$ cat src/design/htcc_pkg.sv
// ----------------------------------------------------------------------------
// htcc_pkg: shared definitions for the calibrated humidity/temperature block
// Widths, pipeline depth, register indexes, clamp limits and the payload
// carried through the divider cell chain.
// ----------------------------------------------------------------------------
package htcc_pkg;

    // Fraction bits of the fixed-point results.
    localparam int FRAC_BITS = 6;
    localparam int ONE       = 1 << FRAC_BITS;

    // Field widths.
    localparam int RAW_W  = 16;
    localparam int OUT_W  = 14;
    localparam int IDX_W  = 4;
    localparam int DATA_W = 16;

    // Scaled calibration output, its difference, raw differences.
    localparam int YW  = FRAC_BITS + 8;
    localparam int DYW = YW + 1;
    localparam int DXW = RAW_W + 1;
    // Signed product, product magnitude, interpolated value.
    localparam int PPW = DYW + DXW;
    localparam int PW  = FRAC_BITS + 24;
    localparam int QW  = PW + 2;

    // Lane stages: difference, multiply, magnitude, then one cell per bit.
    localparam int LN = PW + 3;
    // Whole pipeline: lane stages plus the clamp/output register.
    localparam int NS = LN + 1;

    // Register indexes.
    localparam logic [IDX_W-1:0] REG_HUM_CAL_LO  = 4'd0;
    localparam logic [IDX_W-1:0] REG_HUM_CAL_HI  = 4'd1;
    localparam logic [IDX_W-1:0] REG_TEMP_CAL_LO = 4'd2;
    localparam logic [IDX_W-1:0] REG_TEMP_CAL_HI = 4'd3;
    localparam logic [IDX_W-1:0] REG_HUM_RAW_LO  = 4'd4;
    localparam logic [IDX_W-1:0] REG_HUM_RAW_HI  = 4'd5;
    localparam logic [IDX_W-1:0] REG_TEMP_RAW_LO = 4'd6;
    localparam logic [IDX_W-1:0] REG_TEMP_RAW_HI = 4'd7;

    typedef logic signed [QW-1:0] t_q;

    // Clamp limits in fixed point.
    localparam t_q HUM_TOP     = t_q'(100 * ONE);
    localparam t_q HUM_HOLE_LO = t_q'(-73 * ONE);
    localparam t_q HUM_HOLE_HI = t_q'(-72 * ONE);
    localparam t_q HUM_NEG     = t_q'(-ONE);
    localparam t_q TEMP_TOP    = t_q'(120 * ONE);
    localparam t_q TEMP_BOT    = t_q'(-41 * ONE);
    localparam t_q TEMP_FLOOR  = t_q'(-40 * ONE);

    // Payload handed from one divider cell to the next.
    typedef struct packed {
        logic [DXW-1:0] rem;
        logic [PW-1:0]  num;
        logic [DXW-1:0] dvs;
        logic           neg;
        logic           fault;
        logic [YW-1:0]  y0;
    } t_div;

endpackage

$ cat src/design/htcc_div_cell.sv
// ----------------------------------------------------------------------------
// htcc_div_cell: one restoring division cell
// Shifts in one dividend bit, subtracts the divisor when it fits and hands
// the updated remainder and quotient to the next cell.
// ----------------------------------------------------------------------------
module htcc_div_cell (
    input  logic             i_clk,
    input  logic             i_en,
    input  htcc_pkg::t_div   i_d,
    output htcc_pkg::t_div   o_d
);

    htcc_pkg::t_div         r_d;
    htcc_pkg::t_div         n_d;
    logic [htcc_pkg::DXW:0] trial;
    logic                   fits;

    // Trial subtraction of the divisor from the shifted remainder.
    always_comb begin
        trial = {i_d.rem, i_d.num[htcc_pkg::PW-1]};
        fits  = (trial >= {1'b0, i_d.dvs});
        n_d   = i_d;
        n_d.num = {i_d.num[htcc_pkg::PW-2:0], fits};
        if (fits) begin
            n_d.rem = htcc_pkg::DXW'(trial - {1'b0, i_d.dvs});
        end else begin
            n_d.rem = trial[htcc_pkg::DXW-1:0];
        end
    end

    always_ff @(posedge i_clk) begin
        if (i_en) begin
            r_d <= n_d;
        end
    end

    assign o_d = r_d;

endmodule

$ cat src/design/htcc_lane.sv
// ----------------------------------------------------------------------------
// htcc_lane: one interpolation lane
// Forms the differences, the product and its magnitude, then divides through
// a chain of cells and applies the sign and the lower calibration output.
// ----------------------------------------------------------------------------
module htcc_lane (
    input  logic                                 i_clk,
    input  logic [htcc_pkg::LN-1:0]              i_en,
    input  logic signed [htcc_pkg::RAW_W-1:0]    i_x,
    input  logic signed [htcc_pkg::RAW_W-1:0]    i_x0,
    input  logic signed [htcc_pkg::RAW_W-1:0]    i_x1,
    input  logic [htcc_pkg::YW-1:0]              i_y0,
    input  logic [htcc_pkg::YW-1:0]              i_y1,
    output htcc_pkg::t_q                         o_q,
    output logic                                 o_fault
);

    logic signed [htcc_pkg::DYW-1:0] r_dy;
    logic signed [htcc_pkg::DXW-1:0] r_dxm;
    logic signed [htcc_pkg::DXW-1:0] r_dx_a;
    logic [htcc_pkg::YW-1:0]         r_y0_a;
    logic signed [htcc_pkg::PPW-1:0] r_p;
    logic signed [htcc_pkg::DXW-1:0] r_dx_b;
    logic [htcc_pkg::YW-1:0]         r_y0_b;
    htcc_pkg::t_div                  r_c0;
    htcc_pkg::t_div                  n_c0;
    htcc_pkg::t_div                  chain [htcc_pkg::PW+1];
    logic signed [htcc_pkg::PPW-1:0] p_abs;
    logic signed [htcc_pkg::DXW-1:0] dx_abs;
    htcc_pkg::t_q                    quot;

    // Differences against the lower calibration point.
    always_ff @(posedge i_clk) begin
        if (i_en[0]) begin
            r_dy   <= htcc_pkg::DYW'($signed({1'b0, i_y1})) - htcc_pkg::DYW'($signed({1'b0, i_y0}));
            r_dxm  <= htcc_pkg::DXW'(i_x) - htcc_pkg::DXW'(i_x0);
            r_dx_a <= htcc_pkg::DXW'(i_x1) - htcc_pkg::DXW'(i_x0);
            r_y0_a <= i_y0;
        end
    end

    // Product before the division.
    always_ff @(posedge i_clk) begin
        if (i_en[1]) begin
            r_p    <= htcc_pkg::PPW'(r_dy) * htcc_pkg::PPW'(r_dxm);
            r_dx_b <= r_dx_a;
            r_y0_b <= r_y0_a;
        end
    end

    // Magnitudes and result sign enter the divider chain.
    always_comb begin
        p_abs  = r_p[htcc_pkg::PPW-1] ? -r_p : r_p;
        dx_abs = r_dx_b[htcc_pkg::DXW-1] ? -r_dx_b : r_dx_b;
        n_c0.rem   = '0;
        n_c0.num   = p_abs[htcc_pkg::PW-1:0];
        n_c0.dvs   = dx_abs;
        n_c0.neg   = r_p[htcc_pkg::PPW-1] ^ r_dx_b[htcc_pkg::DXW-1];
        n_c0.fault = (r_dx_b == '0);
        n_c0.y0    = r_y0_b;
    end

    always_ff @(posedge i_clk) begin
        if (i_en[2]) begin
            r_c0 <= n_c0;
        end
    end

    assign chain[0] = r_c0;

    // One quotient bit per cell, most significant first.
    for (genvar k = 0; k < htcc_pkg::PW; k++) begin : g_cell
        htcc_div_cell u_cell (
            .i_clk (i_clk),
            .i_en  (i_en[k+3]),
            .i_d   (chain[k]),
            .o_d   (chain[k+1])
        );
    end

    // Apply the sign and add the lower calibration output.
    always_comb begin
        quot = $signed({2'b00, chain[htcc_pkg::PW].num});
        if (chain[htcc_pkg::PW].fault) begin
            o_q = '0;
        end else if (chain[htcc_pkg::PW].neg) begin
            o_q = $signed(htcc_pkg::QW'(chain[htcc_pkg::PW].y0)) - quot;
        end else begin
            o_q = $signed(htcc_pkg::QW'(chain[htcc_pkg::PW].y0)) + quot;
        end
    end

    assign o_fault = chain[htcc_pkg::PW].fault;

endmodule

$ cat config.mk
export PLATFORM = sky130hd
export DESIGN_NAME = htcc_lane
export DESIGN_NICKNAME = d
export VERILOG_FILES = /design/src/design/htcc_pkg.sv /design/src/design/htcc_div_cell.sv /design/src/design/htcc_lane.sv
export SDC_FILE = /design/constraint.sdc
export NUM_CORES = 2
export LEC_CHECK = 0
export ABC_AREA = 1
export BUFFER_PORTS_ARGS = -buffer_cell sky130_fd_sc_hd__buf_4
export CAP_MARGIN = 20
export CORE_MARGIN = 4
export CORE_UTILIZATION = 40
export CTS_CLUSTER_DIAMETER = 40
export DETAILED_ROUTE_END_ITERATION = 10
export PLACE_DENSITY = 0.51
export SYNTH_ARGS = -nofsm -noshare
export SYNTH_HDL_FRONTEND = slang
export SYNTH_SLANG_ARGS = --single-unit
$ cat constraint.sdc
create_clock -name i_clk -period 7.6 [get_ports i_clk]
set_input_delay 0.38 -clock i_clk [delete_from_list [all_inputs] [get_ports i_clk]]
set_output_delay 0.38 -clock i_clk [all_outputs]
set_load 0.05 [all_outputs]
==> flow_summary_export.csv <==
group,metric,value,unit
global_routing,use_met2,35.0,%
clock_network,cts_buffers,391,
worst_setup_path,arrival,7.11,ns
global_routing,grt_use_met3,2.40,%
sta,tightest_slew,1.04,ns
floorplan,die_width,572,um
yosys,seq_area_frac_synth,60.2,%
place,io_buffers,142,
sta,fin_setup_tns,0,ns
yosys,synth_top_area_cell,"edfxtp_1",
global_routing,grt_pass1_wl,495000,um
global_routing,grt_pass1_vias,82100,
worst_setup_path,crit_chain,"nand2_1 -> fa_1 -> inv_1 -> fa_1 -> inv_1 -> fa_1 -> inv_1 -> fa_1 -> fa_1 -> inv_1 -> fa_1 -> inv_1 -> ha_1 -> nand2_1 -> nor4_1 -> nand3_1 -> nand3_1 -> xor2_1",
finish,nNetsFinal,12900,
floorplan,coreArea,318000,um^2
clock_network,ctsHtreeMaxLevel,5,
floorplan,ios,143,
worst_setup_path,reg2reg_from,"r_dxm[16]",
yosys,synthMuxAreaShare,0,%
yosys,synth_top_family_by_area,"simple AND/OR/NAND/NOR gates",
worst_setup_path,crit_type,"reg2reg",
floorplan,dieArea,328000,um^2
sta,finalSetupViolations,0,
yosys,synthDistinctLibCells,58,
job,drv_cap,0,
min_path,hp-class,"in2reg",
worst_setup_path,slowest_stage,"fa_1",
route,routed_via_density,4.88,
worst_setup_path,end_kind,"register",
global_routing,grt-busiest-layer,"met2",
route,remaining_drc_errors,0,
min_path,hp-start,"i_en[1]",
clock_network,insertion_delay,0.95,ns
route,drt_iter0_markers,5126,
yosys,syn_area,127000,um^2
finish,fillers,29200,
sta,fmax,155,MHz
worst_setup_path,cp-start-kind,"register",
clock_network,cts_num_sinks,2554,
clock_network,cts_buffer_depth,4,
worst_setup_path,worst_path_largest_cell_delay,0.89,ns
global_routing,grt_use_met1,24.7,%
worst_setup_path,cp_common_cell,"fa_1",
yosys,synth_xor_area_share,2.87,%
global_routing,antenna_found_initial,15,
yosys,synth_area_leaders,"edfxtp_1 (60%), ha_1 (6.5%), nand2_1 (6.2%)",
yosys,synthDominantCellAreaShare,60.2,%
route,drtAntennaViolNets,0,
yosys,synth_edf_count,2554,
worst_setup_path,crit_start,"r_dxm[16]",
place,hpwlAfterDp,249000,um
yosys,yosysMostFrequentCell,"edfxtp_1",
yosys,synth_common_cells,"edfxtp_1 (2554), nand2_1 (2120), inv_1 (1994), nor2_1 (704), ha_1 (658)",
yosys,syn_inst,11300,
floorplan,die_y,572,um
yosys,ys_ff_latch,2554,
route,routed_wl,326000,um
clock_network,cts_tree,"yes",
clock_network,clk_pin_slew,0.06,ns
sta,clock_skew,0.0412,ns
route,first_pass_iters,8,
sta,final.period_utilization,84.9,%
global_routing,grt_max_degree,70,
worst_setup_path,crit_required,8.26,ns
yosys,synth_fp_nets,12400,
worst_setup_path,crit_fanout,15,
global_routing,grt_overflow,0,
yosys,synth_compound_area_share,6.88,%
finish,area_growth,15.6,%
yosys,synthAdderAreaFrac,10.9,%
sta,rsz0062_at_grt,"false",
yosys,async_flop_share,0,%
yosys,syn_avg_cell_area,11.2,um^2
route,vias,79900,
yosys,yosys.area_share.simple,12.5,%
yosys,synth_warnings,0,
floorplan,num_rows,207,
sta,final_hold_viol_count,0,
route,wl_per_cell,19.9,um
place,gp_congestion,0.895,
outcome,status,"completed",
floorplan,initial_core_util,40.1,%
clock_network,root_buffer,"clkbuf_16",
finish,drive_above_1_share,8.49,%
sta,drv_slew,0,
sta,max_slew_margin,30.4,%
sta,min_period,6.45,ns
yosys,synthFlopType,"edfxtp_1",
global_routing,grt_usage,19.8,%
-- timing repair --
| action | in CTS | in global routing |
|---|---|---|
| endpoints found under the hold margin | 827 | 0 |
| buffers inserted | 0 | 0 |
| resized for setup | 0 | 0 |
| hold buffers | 82 | 0 |
-- metrics by stage --
step	hold WS, ns	worst slack (ns)	area [um^2]	utilization [%]	cells
after floorplan	0.400	1.56	127000	-	11300
after global placement	0.400	1.10	133000	41.9	15600
after detailed placement	0.405	1.14	133000	41.9	15600
after CTS	0.00232	1.11	147000	46.4	16400
after global routing	0.0284	0.670	147000	46.4	16400
final	0.0560	1.15	147000	46.4	16400
-- cells by family (layout without fill, tap and decap cells) --
kind of cell	count (synthesis)	count (layout)
adders and majority gates	939	939
DFF	2554	2554
AOI/OAI and AO/OA	1561	1561
and+or+nand+nor	3718	3718
xor gates and xnor gates	417	417
other	0	27
buffers and inverters	2152	2989
-- state kept, by name, summed over array words and instances, names as in the netlist --
| register | flops |
|---|---|
| g_cell.u_cell.o_d | 2366 |
| chain | 63 |
| r_dy | 15 |
| r_dxm | 17 |
| r_dx_a | 17 |
| r_p | 31 |
| r_y0_a | 14 |
| r_dx_b | 17 |
| r_y0_b | 14 |
-- routing by layer --
metal  routed length, um  part of all wire [%]  up-vias
met3               10900                   3.3      547
met5                   0                     0        -
met4               13600                   4.2        0
li1                    -                     -    39500
met1              138000                    42    38300
met2              164000                    50     1510
-- worst max-delay path, delay by kind of cell, from the launching register on --
family                   cells  cell delay, ns
XOR/XNOR                     1            0.07
adder cells (fa/ha/maj)      7            3.95
buffers and inverters        5            0.41
flip-flops                   1            0.70
AND/OR/NAND/NOR              5            1.02
-- layout by cell type, fill, tap and decap left out, drive strengths merged, types with 2 or more instances in the layout --
| cell | count |
|---|---|
| edfxtp | 2554 |
| nand2 | 2136 |
| inv | 2073 |
| nor2 | 712 |
| a21oi | 673 |
| ha | 658 |
| o21ai | 607 |
| nand3 | 498 |
| clkbuf | 423 |
| fa | 281 |
| xor2 | 261 |
| buf | 184 |
| xnor2 | 156 |
| nor3 | 138 |
| clkinv | 136 |
| nand4 | 116 |
| dlygate4sd3 | 82 |
| a21o | 77 |
| clkinvlp | 52 |
| o21bai | 50 |
| o31ai | 47 |
| a31oi | 45 |
| nor4 | 44 |
| bufinv | 39 |
| and2 | 36 |
| a21boi | 33 |
| diode | 27 |
| nand3b | 24 |
| o211ai | 18 |
| or2 | 8 |
| o21a | 4 |
| and3 | 3 |
| o31a | 2 |
| o211a | 2 |
| nor3b | 2 |
-- final cells by class --
cell class,count,area [um^2],area share [%]
timing repair buffer,266,2200,1.49
multi-input combinational,6635,42200,28.7
sequential,2554,76700,52.1
antenna,27,67.6,0.0459
inverter,1999,7500,5.09
tap,4180,5230,3.55
clock inverter,301,3410,2.32
clock buffer,423,9970,6.77
-- final timing paths --
| path | endpoint | slack, ns | cells after the start |
|---|---|---|---|
| max | r_p[26] | 1.15 | 18 |
| min | r_dx_b[10] | 0.06 | 1 |
| max reg2reg | r_p[26] | 1.15 | 18 |
| min reg2reg | g_cell[2].u_cell.o_d[14] | 0.40 | 0 |
Power is left out: the tool's default activity adds up to more than one toggle a clock period on the data nets, which glitch-free logic cannot reach.
